===== src/hw/rtl/iphp_pkg.sv =====
`default_nettype none
package iphp_pkg;

    // Frame byte counter width
    localparam int COUNT_W = 16;
    typedef logic [COUNT_W-1:0] t_count;
    localparam t_count COUNT_MAX = '1;

    localparam logic [15:0] MAX_PAYLOAD_RST = 16'd1480;
    localparam int          MIN_HDR         = 20;

    // Fixed header byte offsets
    localparam int OFS_VER_IHL  = 0;
    localparam int OFS_TOTAL_HI = 2;
    localparam int OFS_TOTAL_LO = 3;
    localparam int OFS_TTL      = 8;
    localparam int OFS_PROTO    = 9;
    localparam int OFS_CSUM_HI  = 10;
    localparam int OFS_CSUM_LO  = 11;
    localparam int OFS_SRC_LO   = 12;
    localparam int OFS_SRC_HI   = 15;
    localparam int OFS_DST_LO   = 16;
    localparam int OFS_DST_HI   = 19;

    localparam logic [3:0] IPV4_VERSION = 4'd4;
    localparam logic [3:0] IHL_MIN      = 4'd5;

    // Summary status codes
    localparam logic [2:0] ST_OK         = 3'd0;
    localparam logic [2:0] ST_SHORT      = 3'd1;
    localparam logic [2:0] ST_VERSION    = 3'd2;
    localparam logic [2:0] ST_IHL        = 3'd3;
    localparam logic [2:0] ST_HDR_PAST   = 3'd4;
    localparam logic [2:0] ST_TOTAL_SHORT = 3'd5;
    localparam logic [2:0] ST_TOTAL_LONG = 3'd6;
    localparam logic [2:0] ST_PAY_LIMIT  = 3'd7;

    localparam logic KIND_PAYLOAD = 1'b0;
    localparam logic KIND_SUMMARY = 1'b1;

    // Queue between front and back
    localparam int QUEUE_DEPTH = 4;
    localparam int QUEUE_AW    = $clog2(QUEUE_DEPTH);

    typedef struct packed {
        logic [2:0]  status;
        logic [7:0]  ttl;
        logic [7:0]  protocol;
        logic [31:0] src_address;
        logic [31:0] dst_address;
        logic [15:0] header_checksum;
        logic        checksum_ok;
        logic [15:0] payload_length;
        logic [5:0]  header_length;
    } t_summary;

    typedef struct packed {
        logic     has_pay;
        logic     has_sum;
        logic [7:0] pay_byte;
        t_summary summary;
    } t_entry;

    typedef struct packed {
        logic       kind;
        logic [7:0] payload_byte;
        t_summary   summary;
    } t_result;

endpackage
`default_nettype wire


===== src/hw/rtl/iphp_front.sv =====
`default_nettype none
module iphp_front (
    input  wire logic              i_clk,
    input  wire logic              i_rst_n,
    input  wire logic              i_valid,
    input  wire logic [7:0]        i_data_byte,
    input  wire logic              i_frame_last,
    input  wire logic              i_cfg_we,
    input  wire logic [15:0]       i_cfg_data,
    input  wire logic              i_full,
    output logic                   o_ready,
    output logic                   o_push,
    output iphp_pkg::t_entry       o_entry
);

    logic [15:0]      r_max_payload;
    iphp_pkg::t_count r_byte_count;
    logic [3:0]       r_version, r_ihl;
    logic [15:0]      r_total, r_csum;
    logic [7:0]       r_ttl, r_proto, r_hold;
    logic [31:0]      r_src, r_dst;
    logic [16:0]      r_sum;

    iphp_pkg::t_count pos, frame_len;
    logic             saturated, take, in_hdr, pay_ok, hdr_whole;
    logic [3:0]       n_version, n_ihl;
    logic [15:0]      n_total, n_csum, pay_len;
    logic [7:0]       n_ttl, n_proto, n_hold;
    logic [31:0]      n_src, n_dst;
    logic [16:0]      n_sum;
    logic [17:0]      sum_raw;
    logic [5:0]       hdr_len;
    logic [2:0]       status;

    assign o_ready = !i_full;
    assign take    = i_valid && o_ready;
    assign pos     = r_byte_count;
    assign saturated = (pos == iphp_pkg::COUNT_MAX);

    always_comb begin
        n_version = r_version;
        n_ihl     = r_ihl;
        n_total   = r_total;
        n_ttl     = r_ttl;
        n_proto   = r_proto;
        n_csum    = r_csum;
        n_src     = r_src;
        n_dst     = r_dst;
        if (pos == iphp_pkg::t_count'(iphp_pkg::OFS_VER_IHL)) begin
            n_version = i_data_byte[7:4];
            n_ihl     = i_data_byte[3:0];
        end
        if (pos == iphp_pkg::t_count'(iphp_pkg::OFS_TOTAL_HI)) n_total[15:8] = i_data_byte;
        if (pos == iphp_pkg::t_count'(iphp_pkg::OFS_TOTAL_LO)) n_total[7:0]  = i_data_byte;
        if (pos == iphp_pkg::t_count'(iphp_pkg::OFS_TTL))      n_ttl         = i_data_byte;
        if (pos == iphp_pkg::t_count'(iphp_pkg::OFS_PROTO))    n_proto       = i_data_byte;
        if (pos == iphp_pkg::t_count'(iphp_pkg::OFS_CSUM_HI))  n_csum[15:8]  = i_data_byte;
        if (pos == iphp_pkg::t_count'(iphp_pkg::OFS_CSUM_LO))  n_csum[7:0]   = i_data_byte;
        if (pos >= iphp_pkg::t_count'(iphp_pkg::OFS_SRC_LO) &&
            pos <= iphp_pkg::t_count'(iphp_pkg::OFS_SRC_HI)) begin
            n_src = {r_src[23:0], i_data_byte};
        end
        if (pos >= iphp_pkg::t_count'(iphp_pkg::OFS_DST_LO) &&
            pos <= iphp_pkg::t_count'(iphp_pkg::OFS_DST_HI)) begin
            n_dst = {r_dst[23:0], i_data_byte};
        end
    end

    assign hdr_len = {n_ihl, 2'b00};
    assign in_hdr  = !saturated && (pos < iphp_pkg::t_count'(hdr_len));

    // Ones'-complement accumulate on the odd byte of each 16-bit word
    assign sum_raw = {1'b0, r_sum} + {2'b00, r_hold, i_data_byte};

    always_comb begin
        n_hold = r_hold;
        n_sum  = r_sum;
        if (in_hdr) begin
            if (!pos[0]) begin
                n_hold = i_data_byte;
            end else if (sum_raw > 18'h0FFFF) begin
                n_sum = {1'b0, sum_raw[15:0]} + 17'd1;
            end else begin
                n_sum = sum_raw[16:0];
            end
        end
    end

    assign pay_len = (n_total >= 16'(hdr_len)) ? (n_total - 16'(hdr_len)) : 16'd0;

    assign pay_ok = !saturated && (n_version == iphp_pkg::IPV4_VERSION) &&
                    (n_ihl >= iphp_pkg::IHL_MIN) && (n_total >= 16'(hdr_len)) &&
                    (pay_len <= r_max_payload) && (pos >= iphp_pkg::t_count'(hdr_len)) &&
                    (pos < iphp_pkg::t_count'(n_total));

    assign frame_len = saturated ? pos : pos + iphp_pkg::t_count'(1);
    assign hdr_whole = (n_ihl >= iphp_pkg::IHL_MIN) &&
                       (frame_len >= iphp_pkg::t_count'(hdr_len));

    // First failing check wins
    always_comb begin
        if (frame_len < iphp_pkg::t_count'(iphp_pkg::MIN_HDR)) begin
            status = iphp_pkg::ST_SHORT;
        end else if (n_version != iphp_pkg::IPV4_VERSION) begin
            status = iphp_pkg::ST_VERSION;
        end else if (n_ihl < iphp_pkg::IHL_MIN) begin
            status = iphp_pkg::ST_IHL;
        end else if (frame_len < iphp_pkg::t_count'(hdr_len)) begin
            status = iphp_pkg::ST_HDR_PAST;
        end else if (n_total < 16'(hdr_len)) begin
            status = iphp_pkg::ST_TOTAL_SHORT;
        end else if (iphp_pkg::t_count'(n_total) > frame_len) begin
            status = iphp_pkg::ST_TOTAL_LONG;
        end else if (pay_len > r_max_payload) begin
            status = iphp_pkg::ST_PAY_LIMIT;
        end else begin
            status = iphp_pkg::ST_OK;
        end
    end

    assign o_push                         = take && (pay_ok || i_frame_last);
    assign o_entry.has_pay                = pay_ok;
    assign o_entry.has_sum                = i_frame_last;
    assign o_entry.pay_byte               = i_data_byte;
    assign o_entry.summary.status         = status;
    assign o_entry.summary.ttl            = n_ttl;
    assign o_entry.summary.protocol       = n_proto;
    assign o_entry.summary.src_address    = n_src;
    assign o_entry.summary.dst_address    = n_dst;
    assign o_entry.summary.header_checksum = n_csum;
    assign o_entry.summary.checksum_ok    = hdr_whole && (n_sum == 17'h0FFFF);
    assign o_entry.summary.payload_length = pay_len;
    assign o_entry.summary.header_length  = hdr_len;

    always_ff @(posedge i_clk) begin
        if (!i_rst_n) begin
            r_max_payload <= iphp_pkg::MAX_PAYLOAD_RST;
        end else if (i_cfg_we) begin
            r_max_payload <= i_cfg_data;
        end
    end

    always_ff @(posedge i_clk) begin
        if (!i_rst_n || (take && i_frame_last)) begin
            r_byte_count <= '0;
            r_version    <= '0;
            r_ihl        <= '0;
            r_total      <= '0;
            r_ttl        <= '0;
            r_proto      <= '0;
            r_csum       <= '0;
            r_src        <= '0;
            r_dst        <= '0;
            r_sum        <= '0;
            r_hold       <= '0;
        end else if (take) begin
            if (!saturated) r_byte_count <= pos + iphp_pkg::t_count'(1);
            r_version <= n_version;
            r_ihl     <= n_ihl;
            r_total   <= n_total;
            r_ttl     <= n_ttl;
            r_proto   <= n_proto;
            r_csum    <= n_csum;
            r_src     <= n_src;
            r_dst     <= n_dst;
            r_sum     <= n_sum;
            r_hold    <= n_hold;
        end
    end

endmodule
`default_nettype wire


===== src/hw/rtl/iphp_queue.sv =====
`default_nettype none
module iphp_queue (
    input  wire logic             i_clk,
    input  wire logic             i_rst_n,
    input  wire logic             i_push,
    input  wire iphp_pkg::t_entry i_entry,
    input  wire logic             i_pop,
    output iphp_pkg::t_entry      o_head,
    output logic                  o_empty,
    output logic                  o_full
);

    iphp_pkg::t_entry                 r_mem [iphp_pkg::QUEUE_DEPTH];
    logic [iphp_pkg::QUEUE_AW-1:0]    r_wr_ptr, r_rd_ptr;
    logic [iphp_pkg::QUEUE_AW:0]      r_count;

    assign o_empty = (r_count == '0);
    assign o_full  = (r_count == (iphp_pkg::QUEUE_AW+1)'(iphp_pkg::QUEUE_DEPTH));
    assign o_head  = r_mem[r_rd_ptr];

    always_ff @(posedge i_clk) begin
        if (i_push) r_mem[r_wr_ptr] <= i_entry;
    end

    always_ff @(posedge i_clk) begin
        if (!i_rst_n) begin
            r_wr_ptr <= '0;
            r_rd_ptr <= '0;
            r_count  <= '0;
        end else begin
            if (i_push) r_wr_ptr <= r_wr_ptr + 1'b1;
            if (i_pop)  r_rd_ptr <= r_rd_ptr + 1'b1;
            case ({i_push, i_pop})
                2'b10:   r_count <= r_count + 1'b1;
                2'b01:   r_count <= r_count - 1'b1;
                default: r_count <= r_count;
            endcase
        end
    end

endmodule
`default_nettype wire


===== src/hw/rtl/iphp_back.sv =====
`default_nettype none
module iphp_back (
    input  wire logic             i_clk,
    input  wire logic             i_rst_n,
    input  wire logic             i_empty,
    input  wire iphp_pkg::t_entry i_head,
    input  wire logic             i_ready,
    output logic                  o_pop,
    output logic                  o_valid,
    output iphp_pkg::t_result     o_result
);

    logic                 r_valid, n_valid;
    logic                 r_phase, n_phase;   // payload half of head already sent
    iphp_pkg::t_result    r_res, n_res;
    logic                 load;

    assign load = !r_valid || i_ready;

    always_comb begin
        o_pop   = 1'b0;
        n_valid = r_valid;
        n_phase = r_phase;
        n_res   = r_res;
        if (load) begin
            if (i_empty) begin
                n_valid = 1'b0;
            end else begin
                n_valid = 1'b1;
                if (i_head.has_pay && !r_phase) begin
                    n_res.kind         = iphp_pkg::KIND_PAYLOAD;
                    n_res.payload_byte = i_head.pay_byte;
                    n_res.summary      = '0;
                    if (i_head.has_sum) n_phase = 1'b1;
                    else o_pop = 1'b1;
                end else begin
                    n_res.kind         = iphp_pkg::KIND_SUMMARY;
                    n_res.payload_byte = '0;
                    n_res.summary      = i_head.summary;
                    n_phase            = 1'b0;
                    o_pop              = 1'b1;
                end
            end
        end
    end

    always_ff @(posedge i_clk) begin
        if (!i_rst_n) begin
            r_valid <= 1'b0;
            r_phase <= 1'b0;
        end else begin
            r_valid <= n_valid;
            r_phase <= n_phase;
        end
    end

    always_ff @(posedge i_clk) begin
        r_res <= n_res;
    end

    assign o_valid  = r_valid;
    assign o_result = r_res;

endmodule
`default_nettype wire


===== src/hw/rtl/ipv4_header_parser.sv =====
// IPv4 header parser with header checksum check.
// Input channel (i_valid / o_ready): one frame byte per transaction, with
// i_frame_last on the final byte. Output channel (o_valid / i_ready): one
// result per transaction; o_kind 0 is a payload byte, o_kind 1 the frame
// summary, which always closes the frame's results.
// i_cfg_we / i_cfg_data write max_payload (reset 1480); write only when idle.
// Throughput: one byte per cycle while the queue is not full. The front
// updates fields, byte count and the ones'-complement sum for each byte;
// a frame whose last byte is also payload yields two results, and the
// 4-entry queue between front and back absorbs the extra result.
// Path: an accepted byte is written into the queue, then its result is
// loaded into the output register, from which the receiver takes it.
// Receiver stall: the output register holds; the queue keeps accepting until
// it has 4 entries, then o_ready drops. Bytes that produce no result (header,
// padding) are taken whenever the queue is not full.
// Reset (synchronous, active low): frame state, queue and output valid are
// cleared, max_payload returns to 1480.
`default_nettype none
module ipv4_header_parser (
    input  wire logic        i_clk,
    input  wire logic        i_rst_n,
    input  wire logic        i_valid,
    output logic             o_ready,
    input  wire logic [7:0]  i_data_byte,
    input  wire logic        i_frame_last,
    input  wire logic        i_cfg_we,
    input  wire logic [15:0] i_cfg_data,
    output logic             o_valid,
    input  wire logic        i_ready,
    output logic             o_kind,
    output logic [7:0]       o_payload_byte,
    output logic [2:0]       o_status,
    output logic [7:0]       o_ttl,
    output logic [7:0]       o_protocol,
    output logic [31:0]      o_src_address,
    output logic [31:0]      o_dst_address,
    output logic [15:0]      o_header_checksum,
    output logic             o_checksum_ok,
    output logic [15:0]      o_payload_length,
    output logic [5:0]       o_header_length
);

    iphp_pkg::t_entry  push_entry, head_entry;
    iphp_pkg::t_result result;
    logic              push, pop, q_empty, q_full;

    // Front: byte accept, field capture, checksum, classification
    iphp_front u_front (
        .i_clk        (i_clk),
        .i_rst_n      (i_rst_n),
        .i_valid      (i_valid),
        .i_data_byte  (i_data_byte),
        .i_frame_last (i_frame_last),
        .i_cfg_we     (i_cfg_we),
        .i_cfg_data   (i_cfg_data),
        .i_full       (q_full),
        .o_ready      (o_ready),
        .o_push       (push),
        .o_entry      (push_entry)
    );

    // Decoupling queue; each entry holds a payload byte, a summary, or both
    iphp_queue u_queue (
        .i_clk   (i_clk),
        .i_rst_n (i_rst_n),
        .i_push  (push),
        .i_entry (push_entry),
        .i_pop   (pop),
        .o_head  (head_entry),
        .o_empty (q_empty),
        .o_full  (q_full)
    );

    // Back: splits entries into results, payload before summary
    iphp_back u_back (
        .i_clk    (i_clk),
        .i_rst_n  (i_rst_n),
        .i_empty  (q_empty),
        .i_head   (head_entry),
        .i_ready  (i_ready),
        .o_pop    (pop),
        .o_valid  (o_valid),
        .o_result (result)
    );

    assign o_kind            = result.kind;
    assign o_payload_byte    = result.payload_byte;
    assign o_status          = result.summary.status;
    assign o_ttl             = result.summary.ttl;
    assign o_protocol        = result.summary.protocol;
    assign o_src_address     = result.summary.src_address;
    assign o_dst_address     = result.summary.dst_address;
    assign o_header_checksum = result.summary.header_checksum;
    assign o_checksum_ok     = result.summary.checksum_ok;
    assign o_payload_length  = result.summary.payload_length;
    assign o_header_length   = result.summary.header_length;

endmodule
`default_nettype wire


===== config.mk =====
export PLATFORM = sky130hd
export DESIGN_NAME = ipv4_header_parser
export DESIGN_NICKNAME = d
export VERILOG_FILES = /design/src/hw/rtl/iphp_pkg.sv /design/src/hw/rtl/iphp_front.sv /design/src/hw/rtl/iphp_queue.sv /design/src/hw/rtl/iphp_back.sv /design/src/hw/rtl/ipv4_header_parser.sv
export SDC_FILE = /design/constraint.sdc
export NUM_CORES = 1
export LEC_CHECK = 0
export BUFFER_PORTS_ARGS = -buffer_cell sky130_fd_sc_hd__buf_4
export CAP_MARGIN = 30
export CELL_PAD_IN_SITES_DETAIL_PLACEMENT = 1
export CELL_PAD_IN_SITES_GLOBAL_PLACEMENT = 1
export CORE_ASPECT_RATIO = 1.5
export CORE_MARGIN = 8
export CORE_UTILIZATION = 51
export DETAILED_ROUTE_END_ITERATION = 8
export PLACE_DENSITY = 0.79
export SLEW_MARGIN = 20
export SYNTH_ARGS = -nofsm -noshare
export SYNTH_HDL_FRONTEND = slang
export SYNTH_SLANG_ARGS = --single-unit

===== constraint.sdc =====
create_clock -name i_clk -period 21.1 [get_ports i_clk]
set_clock_uncertainty 0.1 [all_clocks]
set_input_delay 2.11 -clock i_clk [delete_from_list [all_inputs] [get_ports i_clk]]
set_output_delay 2.11 -clock i_clk [all_outputs]
set_load 0.02 [all_outputs]

==> impl_metrics.ini, run 1 <==
[outcome]
status = complete, no violations

[sta]
relSlewSlack = 0.339
tightest_slew_ns = 0.982
setup_viol = 0
max_freq_ghz = 0.104
min_period_ns = 9.60
hold_violations = 0
rsz0062_at_grt = false
post-route-period-util = 0.455
drv_slew = 0
final.setup.tns_ns = 0

[die]
num_io_pins = 163
initial_utilization = 0.512
rows = 119
die_h_um = 340
die-area_mm2 = 0.0788
core_mm2 = 0.0697
die_w_um = 232

[synthesis]
synthArstFlopShare = 0
synth_top_flop_cell = edfxtp_1
synth_cell_types = 81
synth-edff-count = 649
syn_inst = 2479
syn_avg_cell_area_um2 = 14.4
ys_ff_latch = 837
synth_warnings = 0
ys_seq_area_frac = 0.652
netlist_area_mm2 = 0.0357

[placement]
dp.final_hpwl_um = 62600
place_area_mm2 = 0.0377
dp.cells = 3431
gp_congestion = 0.870
io_buffers = 160

[setup_path]
worst_ep_arrival_time_ns = 9.74
worstSetupEndpointType = flip-flop
critPathMaxFanout = 54
worstPathRequired_ns = 21.24
cp-start-kind = flip-flop
worstSetupPathType = reg2reg

[cells_and_area]
fin_nets = 2715
layout_commonest_cell = edfxtp_1
diodes = 0
final_cell_mix = edfxtp_1, nor2_1, buf_4, dfxtp_1, nand2_1
layout-drive-gt1-share = 0.215
fill_cells = 6558
fin_cells = 3573
fin_area_mm2 = 0.0402
area_growth_pct = 12.7
fin_util = 0.577

[clock_tree]
hold_buffers = 0
clock-sinks = 837
cts-root-buf = clkbuf_16
cts_resized = 0
cts_setup_buffers = 0
cts_htree_levels = 3
path_clk_slew_ns = 0.06
numCtsBuffers = 77
clock_latency_ns = 0.63
cts_max_path_buffers = 3
cts_tree = built

[routing]
wl_per_cell_um = 26.4
dr_wl_met2_um = 51100
m1WireLength_um = 36100
firstDrtPassIters = 5
drt_iter0_drc = 1374
finalWirelength_um = 94400
dr.max_layer_used = met5
vias = 21300
ant_nets = 0
drc = 0
viasPerCell = 5.97
wl_met3_um = 3660

[grt]
grt_pass1_wl_um = 143000
grt_overflow = 0
grt_max_degree = 80
grt.total_usage = 0.237
antenna_found_initial = 1
first_global_vias = 23200

[power_and_ir_drop]
finalPower_mw = 5.21
worst_ir_drop_vdd_uv = 128
p_leak_nw = 14.3
p_per_area_mw_per_mm2 = 130

[run]
drv_cap = 0

[min_path]
hold_path_class = reg2reg
-- logic make-up after synthesis --
family / count (synthesis) / synth area share
compound gates: 263 / 0.0489
xor+xnor: 49 / 0.0120
fa+ha+maj: 86 / 0.0305
buf+inv: 200 / 0.0224
flops: 837 / 0.652
mux: 280 / 0.128
other cells: 1 / 0.000105
simple gates: 763 / 0.106
-- layer usage --
| layer | GRT usage | vias to the layer above |
|---|---|---|
| met5 | 0 | - |
| met4 | 0.0954 | 2 |
| met3 | 0.0304 | 163 |
| met2 | 0.433 | 527 |
| met1 | 0.277 | 11100 |
| li1 | - | 9548 |
-- Yosys cell counts, drive strengths merged, types with 44 or more instances --
library cell,count,area share
nor2,214,0.023
mux2,101,0.032
ha,78,0.027
mux2i,49,0.015
nor3,76,0.011
mux4,130,0.082
inv,55,0.0058
nand2,168,0.018
dfxtp,188,0.11
nor2b,137,0.024
a21oi,104,0.015
buf,44,0.0060
edfxtp,649,0.55
clkbuf,101,0.011
-- sequential cells by signal, summed over array words and instances, names as in the netlist, 2 cells and up, named ones only --
signal                 count
u_front.r_hold             8
u_front.r_src             32
u_front.r_max_payload     16
u_front.r_ttl              8
u_front.r_total           16
u_front.r_proto            8
u_queue.r_count            3
u_queue.r_wr_ptr           2
u_queue.r_rd_ptr           2
u_front.r_sum             17
u_front.r_csum            16
u_front.r_dst             32
u_front.pos               16
u_front.r_ihl              4
u_front.r_version          4
u_back.o_result          129
u_queue.r_mem            520
-- area by class of cell --
| cell class | instances | area [um2] | share of cell area |
|---|---|---|---|
| repair buffers | 190 | 1490 | 0.0370 |
| clock inverters | 38 | 320 | 0.00797 |
| multi-input cells | 1443 | 11700 | 0.290 |
| inverters | 55 | 206 | 0.00513 |
| clock buffers | 103 | 2130 | 0.0529 |
| well taps | 907 | 1130 | 0.0282 |
| flip-flops and latches | 837 | 23300 | 0.578 |
-- through the flow --
step	setup slack (ns)	hold slack (ns)
after CTS	11.57	0.361
after floorplan	10.60	0.327
final	11.50	0.363
after global placement	11.27	0.335
after global routing	11.02	0.377
after detailed placement	11.09	0.345
-- power by group --
group | internal (mW) | switching [mW]
clock network | 0.762 | 0.608
logic | 0.612 | 0.980
registers | 2.14 | 0.107
-- worst max-delay path, stage by stage, from the launching register on --
cell	delay, ns
dfxtp_1	0.38
inv_1	0.22
ha_1	0.26
nor3b_1	0.20
and4_1	0.73
mux2i_1	0.63
inv_1	0.23
fa_1	0.53
maj3_2	0.34
maj3_2	0.38
o211a_2	0.24
nor2_1	0.35
ha_1	0.33
a21o_1	0.19
a21o_1	0.17
a2111oi_0	0.67
a21oi_1	0.25
nor3_1	0.38
nand4b_4	0.18
a21oi_4	0.30
and2_4	0.49
buf_4	0.70
buf_4	0.80
-- final timing paths --
check                startpoint                    to  slack (ns)  cells past startpoint
max              u_front.pos[0]  u_queue.r_mem[3][58]       11.50                     22
min          u_front.r_proto[0]    u_front.r_proto[0]        0.36                      2
max reg2reg      u_front.pos[0]  u_queue.r_mem[3][58]       11.50                     22
min reg2reg  u_front.r_proto[0]    u_front.r_proto[0]        0.36                      2
Note: power is estimated with default switching activity, not from simulation.
==> run 2: changes to the inputs <==
- CORE_UTILIZATION: 51 -> 47
- PLACE_DENSITY: 0.79 -> 0.76
- clock period: 21.1 -> 8.3 ns (I/O delays scaled with it)
==> run 2 against run 1 <==
Against the previous run: worst hold slack worse by 0.028 ns; cell count is 3.1% higher; final area is 1.6% higher; total power grew to 2.6 times the previous value; count of clock-buffer cells in the layout is 7 lower; clock power grew to 2.7 times the previous value; first-iteration DRC count is 0.44% higher; sequential cell count stayed put; worst setup slack worse by 11 ns; critical path type unchanged; largest cell class unchanged.
==> impl_metrics.ini, run 2 (synthesis gave the netlist of run 1 again) <==
[outcome]
status = complete, no violations

[clock_tree]
numCtsBuffers = 78
cts_htree_levels = 3
cts_setup_buffers = 0
clock_latency_ns = 0.64
path_clk_slew_ns = 0.07
clock-sinks = 837
cts-root-buf = clkbuf_16
cts_max_path_buffers = 3
cts_tree = built

[die]
rows = 123
num_io_pins = 163
core_mm2 = 0.0751
initial_utilization = 0.475
die_h_um = 353
die-area_mm2 = 0.0852
die_w_um = 241

[setup_path]
startpoint = u_front.pos[0]
worst_ep_arrival_time_ns = 8.01
worstSetupPathType = reg2reg
worstSetupEndpointType = flip-flop
worstPathRequired_ns = 8.74
crit_top_cell = ha_1
cp-start-kind = flip-flop
critPathMaxFanout = 12
slowest_delay_ns = 0.47
slowest_stage = dfxtp_1
timing.rr.start = u_front.pos[0]

[cells_and_area]
fin_util = 0.544
largest_reg_flops = 520
layout_commonest_cell = edfxtp_1
diodes = 0
final_cell_mix = edfxtp_1, nor2_1, buf_4, dfxtp_1, nand2_1
regMostFlops = u_queue.r_mem
fin_nets = 2730
fill_cells = 7281
fin_area_mm2 = 0.0409
layout-drive-gt1-share = 0.225
area_growth_pct = 14.5
fin_cells = 3684

[routing]
drt_iter0_drc = 1380
vias = 21400
wl_per_cell_um = 25.4
finalWirelength_um = 93500
viasPerCell = 5.80
firstDrtPassIters = 5
ant_nets = 0
drc = 0

[grt]
grt_use_met1 = 0.252
grt.total_usage = 0.218
grt_max_degree = 88
grtUsageMet3 = 0.0285
grt_use_met2 = 0.402
antenna_found_initial = 2
grt_overflow = 0
grt_pass1_wl_um = 142000
grt-busiest-layer = met2
first_global_vias = 23400

[placement]
gp_congestion = 0.900
dp.final_hpwl_um = 62300
io_buffers = 160
dp.cells = 3536
place_area_mm2 = 0.0381

[sta]
min_period_ns = 7.57
relSlewSlack = 0.378
final.setup.tns_ns = 0
drv_slew = 0
post-route-period-util = 0.912
max_freq_ghz = 0.132
setup_viol = 0
rsz0062_at_grt = false
hold_violations = 0
tightest_slew_ns = 0.918

[power_and_ir_drop]
p_leak_nw = 14.5
p_per_area_mw_per_mm2 = 332
worst_ir_drop_vdd_uv = 166

[min_path]
hold_path_class = in2reg
hp-start = i_cfg_data[3]

[run]
drv_cap = 0
==> run 2: cell count changes in the layout (fill, tap and decap cells not counted), sizes merged <==
cell | before | now
buf | 190 | 204
bufinv | 4 | 10
clkinvlp | 6 | 7
clkinv | 23 | 30
inv | 60 | 57
clkbuf | 103 | 96
==> run 2: final timing paths <==
| check | end | slack, ns | cells past startpoint |
|---|---|---|---|
| setup / recovery | u_queue.r_count[2] | 0.73 | 29 |
| hold / removal | u_front.r_max_payload[3] | 0.34 | 3 |
| setup reg to reg | u_queue.r_count[2] | 0.73 | 29 |
| hold reg to reg | u_front.r_dst[25] | 0.36 | 2 |
==> run 2: what timing repair did <==
item                       CTS  global route
gates resized for setup      0             2
setup endpoints to repair    0             2
hold buffers                 0             0
==> run 2: report_power, final <==
part / internal [mW] / total [mW] / switching [mW]
Sequential: 5.44 / 5.73 / 0.286
Clock: 2.17 / 3.75 / 1.58
Combinational: 1.63 / 4.10 / 2.47
==> run 2: layout make-up <==
| class | count | area (um2) | share of cell area |
|---|---|---|---|
| Sequential cell | 837 | 23300 | 0.569 |
| Multi-Input combinational cell | 1443 | 11700 | 0.286 |
| Clock buffer | 96 | 2150 | 0.0527 |
| Timing Repair Buffer | 204 | 1750 | 0.0429 |
| Tap cell | 1000 | 1250 | 0.0306 |
| Clock inverter | 49 | 542 | 0.0133 |
| Inverter | 55 | 206 | 0.00505 |
==> run 2: worst max-delay path, delay by kind of cell, from the launching register on <==
kind,cells,cell delay (ns)
AO/OA/AOI/OAI,9,1.96
XOR/XNOR,1,0.08
adder cells (fa/ha/maj),7,2.23
buffers and inverters,4,0.54
flip-flops,1,0.47
multiplexers,1,0.40
AND/OR/NAND/NOR,7,1.66
==> run 2: stage by stage <==
step	hold WS, ns	power (mW)	setup WS (ns)
after global placement	0.334	9.75	0.875
after global routing	0.337	14.2	0.155
after floorplan	0.327	8.37	0.662
final	0.335	13.6	0.731
after CTS	0.306	13.7	0.502
after detailed placement	0.351	9.97	0.628
==> run 2: routing by layer <==
| layer | vias to the layer above | part of all wire |
|---|---|---|
| met5 | - | 0 |
| met4 | 0 | 0.039 |
| met3 | 188 | 0.036 |
| met2 | 503 | 0.54 |
| met1 | 11100 | 0.39 |
| li1 | 9588 | - |
==> run 3: changes to the inputs <==
- CORE_ASPECT_RATIO: 1.5 -> not set
==> run 3 against run 2 <==
Against the previous run: utilization decreased by 0.25 points; total power increased by 1.0%; count of clock-buffer cells in the layout increased by 21; final area increased by 0.17%; highest routed layer unchanged; wire length decreased by 0.18%; critical endpoint unchanged; sequential share of layout area decreased by 0.096 points; sequential cell count unchanged.
==> impl_metrics.ini, run 3 (synthesis gave the netlist of run 1 again) <==
[grt]
grt_overflow = 0
grt_pass1_wl_um = 143000
first_global_vias = 23200
grt_max_degree = 74
grt.total_usage = 0.217
antenna_found_initial = 1

[setup_path]
slowest_stage = a2111oi_2
timing.rr.start = u_front.pos[0]
worstSetupEndpointType = flip-flop
worstSetupPathType = reg2reg
worstRegToRegCells = 32
worst_ep_arrival_time_ns = 8.30
r2r-end = u_queue.r_count[2]
startpoint = u_front.pos[0]
worstPathRequired_ns = 8.77
reg2reg_slack_ns = 0.47
crit_top_cell = inv_1
critPathMaxFanout = 12
slowest_delay_ns = 0.48
cp-start-kind = flip-flop

[power_and_ir_drop]
p_per_area_mw_per_mm2 = 335
worst_ir_drop_vdd_uv = 191
p_leak_nw = 14.6

[routing]
ant_nets = 0
viasPerCell = 5.82
vias = 21400
wl_per_cell_um = 25.4
drc = 0
drt_iter0_drc = 1635
firstDrtPassIters = 5
finalWirelength_um = 93400

[clock_tree]
cts_tree = built
path_clk_slew_ns = 0.06
cts_htree_levels = 3
cts_resized = 0
cts_max_path_buffers = 3
cts-root-buf = clkbuf_16
cts_setup_buffers = 0
numCtsBuffers = 87
clock_latency_ns = 0.65
hold_buffers = 0
clock-sinks = 837

[cells_and_area]
fill_cells = 7208
layout_commonest_cell = edfxtp_1
regMostFlops = u_queue.r_mem
fin_nets = 2737
layout-drive-gt1-share = 0.226
largest_reg_flops = 520
final_cell_mix = edfxtp_1, nor2_1, buf_4, dfxtp_1, nand2_1
fin_cells = 3678
area_growth_pct = 14.7
diodes = 0

[outcome]
status = complete, no violations

[die]
core_mm2 = 0.0756
rows = 101
die_w_um = 292
die_h_um = 292
die-area_mm2 = 0.0850
num_io_pins = 163
initial_utilization = 0.472

[min_path]
hold_path_depth = 3
min_to = u_front.r_max_payload[3]
hp-start = i_cfg_data[3]
hold_path_class = in2reg

[sta]
relSlewSlack = 0.329
setup_viol = 0
max_freq_ghz = 0.128
drv_slew = 0
hold_violations = 0
post-route-period-util = 0.943
tightest_slew_ns = 0.981
rsz0062_at_grt = false
min_period_ns = 7.83
final.setup.tns_ns = 0

[placement]
dp.cells = 3515
gp_congestion = 0.848
dp.final_hpwl_um = 60400
io_buffers = 160

[run]
drv_cap = 0
run 3: worst max path at each step:
stage                                endpoint  cells after the start
final                      u_queue.r_count[2]                     32
after global routing       u_queue.r_count[2]                     32
after detailed placement   u_queue.r_count[2]                     30
after global placement     u_queue.r_count[2]                     30
after CTS                  u_queue.r_count[2]                     30
after floorplan           u_queue.r_mem[0][0]                     24
run 3: power by group:
| part | internal, mW | leakage, nW | switching [mW] |
|---|---|---|---|
| registers | 5.44 | 7.64 | 0.249 |
| logic | 1.62 | 5.57 | 2.52 |
| clock network | 2.20 | 1.40 | 1.69 |
| total | 9.27 | 14.6 | 4.45 |
run 3: area by class of cell:
| type | instances | area [um2] | share of cell area |
|---|---|---|---|
| inverter | 55 | 206 | 0.00505 |
| timing repair buffer | 202 | 1690 | 0.0413 |
| sequential | 837 | 23300 | 0.568 |
| multi-input combinational | 1443 | 11700 | 0.286 |
| clock inverter | 46 | 465 | 0.0114 |
| tap | 978 | 1220 | 0.0299 |
| clock buffer | 117 | 2390 | 0.0584 |
run 3: per-stage QoR:
stage | area, um2 | power [mW] | util | hold slack [ns] | setup slack, ns
detailed placement | 38100 | 9.96 | 0.504 | 0.348 | 0.298
CTS | 40900 | 13.9 | 0.541 | 0.284 | 0.236
global placement | 37900 | 9.75 | 0.502 | 0.337 | 0.719
global route | 40900 | 14.3 | 0.541 | 0.318 | 0.0920
finish | 40900 | 13.7 | 0.541 | 0.319 | 0.472
floorplan | 35700 | 8.37 | - | 0.327 | 0.662
run 3: critical path: cells and delay by family, from the launching register on:
| family | cells | cell delay (ns) |
|---|---|---|
| AND/OR/NAND/NOR | 7 | 1.84 |
| multiplexers | 1 | 0.33 |
| XOR/XNOR | 1 | 0.08 |
| AO/OA/AOI/OAI | 9 | 1.85 |
| adder cells (fa/ha/maj) | 7 | 2.07 |
| flip-flops | 1 | 0.39 |
| buffers and inverters | 7 | 1.10 |
run 3: layer usage:
layer / share of wire / GRT usage
met2: 0.51 / 0.375
met5: 0 / 0
met4: 0.030 / 0.0705
met3: 0.050 / 0.0408
met1: 0.41 / 0.274
